$ cat config.mk
export PLATFORM = sky130hd
export DESIGN_NAME = spme_ram
export DESIGN_NICKNAME = d
export VERILOG_FILES = /design/src/spme_ram.sv
export SDC_FILE = /design/constraint.sdc
export NUM_CORES = 1
export LEC_CHECK = 0
export ABC_CLOCK_PERIOD_IN_PS = 2450
export BUFFER_PORTS_ARGS = -buffer_cell sky130_fd_sc_hd__buf_2
export CAP_MARGIN = 20
export CORE_UTILIZATION = 60
export DETAILED_ROUTE_END_ITERATION = 10
export MAX_ROUTING_LAYER = met4
export PLACE_DENSITY = 0.89
export SLEW_MARGIN = 30
export SYNTH_ARGS = -nofsm -noshare
export SYNTH_HDL_FRONTEND = slang
export SYNTH_SLANG_ARGS = --single-unit
$ cat constraint.sdc
create_clock -name clk -period 2.45 [get_ports clk]
set_clock_uncertainty 0.15 [all_clocks]
set_input_delay 0.1225 -clock clk [delete_from_list [all_inputs] [get_ports clk]]
set_output_delay 0.1225 -clock clk [all_outputs]
set_load 0.005 [all_outputs]
$ cat src/spme_ram.sv
`default_nettype none
module spme_ram #(
    parameter int Width = 8,
    parameter int Depth = 16,
    localparam int AW = (Depth > 1) ? $clog2(Depth) : 1
) (
    input  wire logic          clk,
    input  wire logic          we,
    input  wire logic [AW-1:0] waddr,
    input  wire logic [Width-1:0] wdata,
    input  wire logic [AW-1:0] raddr,
    output logic [Width-1:0]   rdata
);
    logic [Width-1:0] mem [Depth];

    always_ff @(posedge clk)
    begin
        if (we)
        begin
            mem[waddr] <= wdata;
        end
        rdata <= mem[raddr];
    end
endmodule
`default_nettype wire

-- After elaboration in Yosys (flattened, before gate mapping)
Memory sizes are Yosys's and may differ from the RTL's. A register that Yosys moved wholly into a read port is not among the register bits.
Cells that the tools add are included.
- word-level logic and storage cells: 3
- output and inout bits: 8
- register bits: 0
- bits of input ports: 18
- bits in writable memories: 128
- memories kept: 1
- muxes and demuxes: 2
- memory list (name ; words ; width ; read ports ; clocked after Yosys merged registers in ; write ports ; line ; text):
    mem ; 16 ; 8 ; 1 ; 1 ; 1 ; 14 ; logic [Width-1:0] mem [Depth];
- operator list (cell ; count):
    $mux 1 ; 2

-- Longest topological paths before layout
- depth in word-level cells: 2
- depth in mapped cells: 5
- gate-level depth less buffers: 3

-- Worst setup path before layout
OpenSTA, ideal clock, no wires.
- path kind: input port to flip-flop
- start: in waddr[2]
- end: mem mem[0][0] (enable)
- stages: 2
- library setup time: 0.383 ns
- path slack: 0.685 ns
- required time: 1.917 ns
- arrival: 1.232 ns
- buffers on the path: 0
- path through: or3b_2 nor3_1
- RTL lines (element ; line ; text):
    start: declaration ; 9 ; input wire logic [AW-1:0] waddr,
    end: declaration ; 14 ;
Straight into the memory's write port.

==> parameters.txt <==
Parameter                              Value

Floorplan
  Width of the chip ... 94.63 um
  Area of the core ... 8258 um^2
  Std cell rows ... 33
  Height of the die ... 94.63 um
  Ports placed on the boundary ... 26
  DIE AREA ... 8954 um^2
  Initial standard-cell utilization of the core ... 62.33%

Layout
  Final net count ... 307
  Non-filler cells in the finished layout ... 407
  Fraction of layout instances using a drive strength above 1 ... 29.47%
  Number of antenna cells inserted ... 0
  Register cell area after layout ... 4004 um^2
  Layout fillers ... 459
  Total area of multi-input combinational cells ... 1057 um^2
  Post-synthesis to final-layout area growth ... 19.69%
  Final design area excluding fillers ... 6161 um^2
  Commonest cells after routing, fill and taps aside ... sky130_fd_sc_hd__edfxtp_1, sky130_fd_sc_hd__buf_2, sky130_fd_sc_hd__mux4_2
  Most common library cell in the layout ignoring fill and taps ... sky130_fd_sc_hd__edfxtp_1

Routing
  Remaining routing DRC violations ... 0
  Routed wire length ... 10.50 mm
  Via density ... 6.405
  Wire length per cell ... 25.79 um
  Count of vias placed by the detailed router ... 2607
  Count of antenna-violating nets left after detailed routing ... 0
  Detailed Routing Iterations Pass 1 ... 4
  Count of routing violations after the opening detailed-route iteration ... 281

STA
  Max-slew headroom at the worst pin ... 42.83%
  Final Hold Viols ... 0
  Timing-limited maximum frequency ... 633.7 MHz
  Min setup slack post-route ... 0.8721 ns
  Minimum period implied by the final worst setup slack ... 1.578 ns
  Setup TNS ... 0 ns
  Number of setup violations in the final report ... 0
  Tcrit/Tclk final ... 64.41%
  Setup repair after global routing missed its margin ... false
  Final Max Tran Viols ... 0
  Worst-margin pin slew ... 0.8543 ns

Pwr
  Clock network fraction of design power ... 47.2%
  Maximum VDD drop ... 0.9516 mV
  Int Pwr ... 4357 uW
  Seq pwr share ... 48.1%
  Switching Fraction ... 19.92%
  Power density over the cells ... 883.2 nW/um^2
  Leakage power figure ... 0.002106 uW
  Share of power burned in combinational logic ... 4.6%
  Net load switching power ... 1084 uW

Critical path
  Count of buffer and inverter cells on the critical path ... 0
  Largest fanout of any net on the critical path ... 1
  Worst EP arrival ... 1.80 ns
  Data required time of the worst path ... 2.67 ns
  Cells along the critical path ... mux4_1 -> a22oi_1 -> nand2_1
  Start-to-end type of the worst setup path ... reg -> reg
  Highest cell delay on the worst timing path ... 0.54 ns
  Kind of start point of the critical path ... flip-flop
  CP endpoint kind ... flip-flop
  Gate family responsible for the most delay along the worst path ... multiplexers
  Standard cell with the maximum stage delay on the critical path ... sky130_fd_sc_hd__mux4_1

Synth
  Number of synthesized flops with an enable pin ... 128
  Netlist area before placement ... 5147 um^2
  Gate Count Post-Synth ... 229
  Async S/R FF share, synth ... 0%
  #FFs+latches synth ... 136
  Proportion of synthesized chip area in sequential cells ... 77.78%
  Number of distinct library cells after synthesis ... 19
  Net count after synthesis ... 247
  YS warnings ... 0
  Most used DFF post-synth ... sky130_fd_sc_hd__edfxtp_1
  Mean area per synthesized cell ... 22.48 um^2

CTS
  Number of clock sinks ... 136
  Clock transition at the registers of the reported paths ... 0.06 ns
  Number of levels the H-tree was split into ... 4
  Post-CTS Repair Setup Buffers ... 0
  Latest clock arrival within the worst-skew pair ... 0.51 ns
  Root buffer cell ... sky130_fd_sc_hd__clkbuf_8
  Clock Tree Buf Depth ... 2
  Clock tree from TritonCTS ... built
  CTS buffer count ... 17

Worst hold path
  Hold Path Class ... in -> reg

GRT
  Total congestion overflow ... 0
  Wire length of the first global-routing pass ... 15.44 mm
  Global routing usage summed across all routing layers ... 27.07%
  Maximum number of pins on one net before global-route repair ... 33
  Initial antenna violation count ... 0
  Via count of the first global-routing pass ... 2637

Run
  Number of maximum-capacitance violations ... 0

Place
  Cell total after placement ... 366
  Worst slack, placed ... 0.5515 ns
  DP HPWL ... 5.712 mm
  Number of buffer cells added on primary ports ... 25
  Area after DPL ... 5470 um^2
  Last weighted congestion value of the routability-driven placer ... 0.7141

Run status
  Status ... finished clean
cell type report:
| cell class | count | share of cell area [%] |
|---|---|---|
| clock buffer | 19 | 6.844 |
| sequential | 136 | 64.99 |
| tap | 105 | 2.132 |
| multi-input combinational | 83 | 17.16 |
| clock inverter | 13 | 2.904 |
| timing repair buffer | 51 | 5.971 |
final timing paths:
path	start	endpoint	slack, ns	cells past startpoint
min reg2reg	mem[5][2]$_DFFE_PP_	rdata[2]$_DFF_P_	0.53	3
max reg2reg	mem[9][4]$_DFFE_PP_	rdata[4]$_DFF_P_	0.87	3
min	waddr[0]	mem[8][5]$_DFFE_PP_	0.03	3
max	mem[9][4]$_DFFE_PP_	rdata[4]$_DFF_P_	0.87	3
state kept, by name, summed over array words and instances (netlist names):
register  flops
mem         128
rdata         8
metrics by stage:
step	total power, uW	util, %	hold WS (ns)
2_1_floorplan	2794	-	0.07137
4_1_cts	5463	74.61	0.002827
3_3_place_gp	2889	66.24	0.3519
5_1_grt	5574	74.61	0.02494
6_report	5441	74.61	0.02683
3_5_place_dp	2901	66.24	0.3521
worst register-to-register path, stage by stage, from the launching register on:
cell	delay [ns]
sky130_fd_sc_hd__edfxtp_1	0.39
sky130_fd_sc_hd__mux4_1	0.54
sky130_fd_sc_hd__a22oi_1	0.23
sky130_fd_sc_hd__nand2_1	0.15
routing by layer:
metal | wire length [um] | vias to the layer above | GRT usage, % | share of wire (%)
met5 | 0 | - | - | 0
li1 | - | 1093 | - | -
met3 | 630 | 23 | 8.132 | 6.0
met2 | 5407 | 115 | 40.71 | 52
met4 | 224 | 0 | 11.24 | 2.1
met1 | 4234 | 1376 | 34.95 | 40
kinds of logic (layout without fill, tap and decap cells):
| group | Yosys count | count (layout) | share of synthesized area [%] |
|---|---|---|---|
| buffers and inverters | 10 | 83 | 1.677 |
| and+or+nand+nor | 35 | 35 | 3.184 |
| DFF | 136 | 136 | 77.78 |
| muxes | 32 | 32 | 15.02 |
| AOI/OAI and AO/OA | 16 | 16 | 2.334 |
power by group through the flow:
stage / Clock (uW) / Sequential (uW) / Combinational, uW
2_1_floorplan: 0 / 2660 / 132
3_3_place_gp: 0 / 2660 / 227
3_5_place_dp: 0 / 2670 / 235
4_1_cts: 2590 / 2620 / 251
5_1_grt: 2680 / 2620 / 268
6_report: 2570 / 2620 / 251
synthesized netlist by cell type (2+ instances only):
cell type,instances,area [um^2]
sky130_fd_sc_hd__nand2_1,9,33.78
sky130_fd_sc_hd__nand2b_1,2,12.51
sky130_fd_sc_hd__buf_2,3,15.01
sky130_fd_sc_hd__dfxtp_1,8,160.2
sky130_fd_sc_hd__edfxtp_1,128,3844
sky130_fd_sc_hd__mux4_2,18,405.4
sky130_fd_sc_hd__nor3_1,4,20.02
sky130_fd_sc_hd__buf_6,3,33.78
sky130_fd_sc_hd__clkdlybuf4s25_2,3,30.03
sky130_fd_sc_hd__nand3b_1,2,15.01
sky130_fd_sc_hd__mux4_1,14,367.9
sky130_fd_sc_hd__nor2_1,13,48.80
sky130_fd_sc_hd__a22oi_1,16,120.1
what timing repair did:
| item | 4_1_cts | 5_1_grt |
|---|---|---|
| gates resized for setup | 0 | 0 |
| hold endpoints to repair | 129 | 0 |
| hold buffers | 9 | 0 |
(Power assumes the default switching activity.)
