<file path="src/spme_pkg.sv">
`default_nettype none
package spme_pkg;
    localparam int MaxTermsDef = 256;
    localparam int MaxOrderDef = 8;
    localparam int NCoord = 6;
    localparam int QW = 32;
    localparam int EntryW = 63;

    localparam logic [1:0] CMD_CLEAR = 2'd0;
    localparam logic [1:0] CMD_LOAD  = 2'd1;
    localparam logic [1:0] CMD_APPLY = 2'd2;

    localparam logic [1:0] ST_OK   = 2'd0;
    localparam logic [1:0] ST_FULL = 2'd1;
    localparam logic [1:0] ST_BAD  = 2'd2;
    localparam logic [1:0] ST_DONE = 2'd3;

    typedef struct packed {
        logic [1:0]         cmd;
        logic signed [31:0] coord_x;
        logic signed [31:0] coord_y;
        logic signed [31:0] coord_z;
        logic signed [31:0] coord_u;
        logic signed [31:0] coord_v;
        logic signed [31:0] coord_w;
        logic [2:0]         term_target;
        logic [3:0]         term_degree;
        logic [23:0]        term_vars;
        logic signed [31:0] term_coeff;
    } in_item_t;

    typedef struct packed {
        logic [1:0]         status;
        logic signed [31:0] out_x;
        logic signed [31:0] out_y;
        logic signed [31:0] out_z;
        logic signed [31:0] out_u;
        logic signed [31:0] out_v;
        logic signed [31:0] out_w;
        logic               saturated;
    } out_item_t;

    typedef struct packed {
        logic               start;
        logic signed [31:0] a;
        logic signed [31:0] b;
    } mul_req_t;

    typedef struct packed {
        logic               done;
        logic signed [31:0] q;
        logic               clip;
    } mul_rsp_t;
endpackage
`default_nettype wire

</file>
<file path="src/spme_qmul.sv">
`default_nettype none
// q16.16 multiply: product registered, then floor shift and clip
module spme_qmul (
    input  wire logic                clk,
    input  wire logic                rst_n,
    input  wire spme_pkg::mul_req_t  req,
    output spme_pkg::mul_rsp_t       rsp
);
    import spme_pkg::*;
    logic signed [63:0] prod_reg;
    logic               vld_reg;
    logic signed [47:0] sh;

    always_ff @(posedge clk or negedge rst_n)
    begin
        if (!rst_n)
        begin
            vld_reg <= 1'b0;
        end
        else
        begin
            vld_reg <= req.start;
        end
    end

    always_ff @(posedge clk)
    begin
        prod_reg <= 64'(req.a) * 64'(req.b);
    end

    // arithmetic shift is floor rounding
    assign sh = prod_reg[63:16];

    always_comb
    begin
        rsp.done = vld_reg;
        if (sh > 48'sd2147483647)
        begin
            rsp.q    = 32'sh7fffffff;
            rsp.clip = 1'b1;
        end
        else if (sh < -48'sd2147483648)
        begin
            rsp.q    = 32'sh80000000;
            rsp.clip = 1'b1;
        end
        else
        begin
            rsp.q    = sh[31:0];
            rsp.clip = 1'b0;
        end
    end
endmodule
`default_nettype wire

</file>
<file path="config.mk">
export PLATFORM = sky130hd
export DESIGN_NAME = spme_qmul
export DESIGN_NICKNAME = d
export VERILOG_FILES = /design/src/spme_pkg.sv /design/src/spme_qmul.sv
export SDC_FILE = /design/constraint.sdc
export NUM_CORES = 2
export LEC_CHECK = 0
export ABC_AREA = 1
export BUFFER_PORTS_ARGS = -buffer_cell sky130_fd_sc_hd__buf_2
export CORE_MARGIN = 2
export CORE_UTILIZATION = 40
export DETAILED_ROUTE_END_ITERATION = 10
export HOLD_SLACK_MARGIN = 0.03
export PLACE_DENSITY = 0.58
export SLEW_MARGIN = 5
export SYNTH_ARGS = -nofsm -noshare
export SYNTH_HDL_FRONTEND = slang
export SYNTH_SLANG_ARGS = --single-unit
</file>
<file path="constraint.sdc">
create_clock -name clk -period 2.3 [get_ports clk]
set_clock_uncertainty 0.2 [all_clocks]
set_input_delay 0.23 -clock clk [delete_from_list [all_inputs] [get_ports clk]]
set_output_delay 0.23 -clock clk [all_outputs]
set_load 0.02 [all_outputs]
</file>
Word level (Yosys, flattened, before mapping) --
Index checks and enable logic that the tools add are counted.
Word-level totals: flip-flop bits (word level) 65, input port bits 67, output and inout port bits 34
Operators by class: $lt $le $gt $ge 2, muxes and demuxes 2, multiply operators 1
Operators with widths (count):
- $mux W33 | 2
- $mul A32 B32 Y64 | 1
- $gt A48 B32 Y1 const B | 1
- $lt A48 B32 Y1 const B | 1

Longest topological paths before layout --
depth in word-level cells 3, depth in mapped cells 32, gate-level depth less buffers 31

Worst setup path after synthesis --
Ideal clock, no wire load.
path kind input-to-reg, from input port req[63] in the netlist's numbering, to register prod_reg[61], cell stages on the path 25, path slack -4.815 ns, arrival time 6.803 ns, library setup time 0.112 ns, cell sequence clkbuf_1 nand2_1 inv_1 fa_1 inv_1 fa_1 inv_1 fa_1 fa_1 inv_1 fa_1 inv_1 fa_1 inv_1 fa_1 inv_1 fa_1 ha_1 nand2_1 nor2_1 nand2_1 nor4_1 nand2_1 nand3_1 nand2_1
Between the ends: cells in the longest elaborated chain, start to end 1
RTL lines:
- from (decl) | RTL line spme_qmul.sv:6 | input wire spme_pkg::mul_req_t req,
- $mul A32 B32 Y64 | RTL line spme_qmul.sv:28 | prod_reg <= 64'(req.a) * 64'(req.b);
- to (signal assigned) | RTL line spme_qmul.sv:28
- to (decl) | RTL line spme_qmul.sv:10 | logic signed [63:0] prod_reg;
No other way between the ends.

Final worst setup path --
from input port req[63] in the netlist's numbering, to register prod_reg[59]
Same word-level chain as after synthesis.

==> results.md <==
* Final ANT Viol Nets at 0
* Mapped Nets at 6522
* CTS H-Tree Depth at 2
* Io pins at between 100 and 150
* CP peak stage delay at between 500 and 600 ps
* Seq cells post-synth at ~50
* Worst hold slack at between 300 and 400 ps
* Number of CTS-inserted buffers at 5
* Slew Viols, Final at 0
* Via count at approximately 33000
* Die area at 0.103 mm²
* Final hold vios at 0
* Clk root buf: clkbuf_16
* CP Max Fanout at 10
* Tmin final at roughly 6600 ps
* Most frequent CP cell: fa_1
* Layout cells sized above 1 at between 20 and 30%
* Final worst slack at -4280 ps
* Largest delay share family, worst path: adder cells
* Post-Syn Area at about 0.040 mm²
* Status: finished, violations left
* Period utilisation layout at 286%
* Synth top cells by count: inv_1 (1721), nand2_1 (1583), fa_1 (1081), clkbuf_1 (190), ha_1 (180)
* Mux contribution to synthesized area at 0%
* Top cells by area, synth: fa_1 (54%), inv_1 (16%), nand2_1 (15%)
* Area of the multi-input gates at approximately 0.035 mm²
* Yosys top cell area share at between 50% and 60%
* Count leader, synth: inv_1
* Nature of the critical path startpoint: primary input
* Clock sink count at 49
* Met3 Resource Use GR at around 2.9%
* Max stage delay cell, worst path: fa_2
* Largest net degree at the start of global routing at 33
* Via/cell ratio at roughly 4.7
* RSZ-0062 raised after global routing: true
* Clk slew on worst S/H paths at 80 ps
* DR pass1 iterations at 5
* Storage element area at around 990 µm²
* Synth warn at 0
* First-pass GRT wire length at around 200000 µm
* Met1 Use GR at between 30% and 40%
* Final Net Count at 7020
* CTS tree: built
* FMAX at approximately 0.15 GHz
* Sequential share of the synthesized area at 2.46%
* CP required at 2310 ps
* Final setup vio count at 65
* Hold wc startpoint: req[64]
* Yosys cell types at 36
* Post-route DRC at 0
* Number of global-route vias before repair at 35300
* Worst slack, placed at -4760 ps
* Compound-Gate Fraction of Synth Area at 1.28%
* Combinational family with the most area after synthesis: adder cells
* Sum of buffers and inverters on the critical path at 10
* Area delta synth->final at 29.1%
* Synth Area in Adders at between 50% and 60%
* Max_cap viols at 0
* # rows at roughly 120
* Routed wire per std cell at between 15 and 20 µm
* Initial antenna violation count at 4
* Simple-Gate Fraction of Synth Area at around 18%
* Synth async-reset ratio at just over 2%
* Core ar. at between 0.09 and 0.1 mm²
* Rel. slew slack at a little under three quarters
* Detailed Route Iter0 Violations at approximately 2000
* CTS Buffer Depth at 2
* Max FFs per register at between 40 and 50
* Post-Synth XOR/XNOR Area at 0.547%
* CP endpoint kind: flop
* Die Width at 320 µm
* Busiest layer in global routing: met2
* Initial Util at 40.1%
* Post-synth EDFFs at 0
* DRT Wirelength at ~120000 µm
* Worst setup startpoint: req[63]
* Die H at 320 µm
* Dpl hpwl at 105000 µm
* # port buffers at 100
* Arrival @ worst endpoint at approximately 6600 ps
* Hold Path Class: in -> reg
* RePlAce Congestion at between 0.9 and 1
* M2 GR Usage at 43.0%
* Synth area leader: fa_1
* Top_reg_cell synth: dfxtp_1
* Syn Area/Cell at around 7.7 µm²
* Tot GR Track Use at 24.6%
* GRT Residual Overflow at 0
* Synthesized instance count at about 5200
* Kind of critical path: in -> reg
* Failing checks: setup timing
* Fillers at 9311
* Worst-margin pin slew at ~430 ps
==> stage by stage <==
stage / cells / setup TNS [ps] / area, µm² / util, %
floorplan: 5194 / -183380 / 41700 / -
global placement: 6874 / -218950 / 47100 / 47.2
detailed placement: 6874 / -218650 / 47100 / 47.2
CTS: 6936 / -198240 / 49600 / 49.8
global route: 6992 / -210250 / 51700 / 51.8
finish: 6992 / -200020 / 51700 / 51.8
==> cell type report <==
cell class              count  area share, %
flip-flops and latches     49           1.92
clock inverters             3          0.126
clock buffers               5          0.242
diodes                      1        0.00484
well taps                1298           3.14
repair buffers            691           13.4
inverters                1722           12.6
multi-input cells        3223           68.5
==> kinds of logic after synthesis <==
| logic type | Yosys count |
|---|---|
| compound gates | 93 |
| xor+xnor | 25 |
| fa+ha+maj | 1261 |
| buf+inv | 1922 |
| flops | 49 |
| simple gates | 1844 |
==> path summary, 6_finish.rpt <==
check,endpoint,slack (ps),cells past startpoint
setup / recovery,prod_reg[59]$_DFF_P_,-4280,27
hold / removal,vld_reg$_DFF_PN0_,370,2
max in group asynchronous,vld_reg$_DFF_PN0_,1240,3
min in group asynchronous,vld_reg$_DFF_PN0_,560,3
==> routing by layer <==
layer / vias up / routed length (µm)
met5: - / 12
met4: 2 / 3100
met3: 173 / 6770
met2: 831 / 61800
met1: 16600 / 51900
li1: 15100 / -
==> placed cells by master (no fill, tap or decap), types with 83 or more instances in the layout <==
cell / instances
inv_1: 1585
nand2_1: 1339
fa_1: 984
buf_4: 429
nand2_2: 140
ha_1: 127
inv_2: 123
nand2_4: 100
fa_2: 97
buf_12: 90
buf_6: 83
==> what timing repair did <==
item                                    CTS  global route
pin swaps                               248           275
gates cloned                             11             7
setup buffers                            45            53
resized for setup                       495           429
endpoints found under the hold margin     2             0
hold buffers                              3             0
endpoints found under the setup margin   79            80
Power is not shown: default switching activity piles up to over one toggle a cycle in this logic, so the estimate is an artifact.
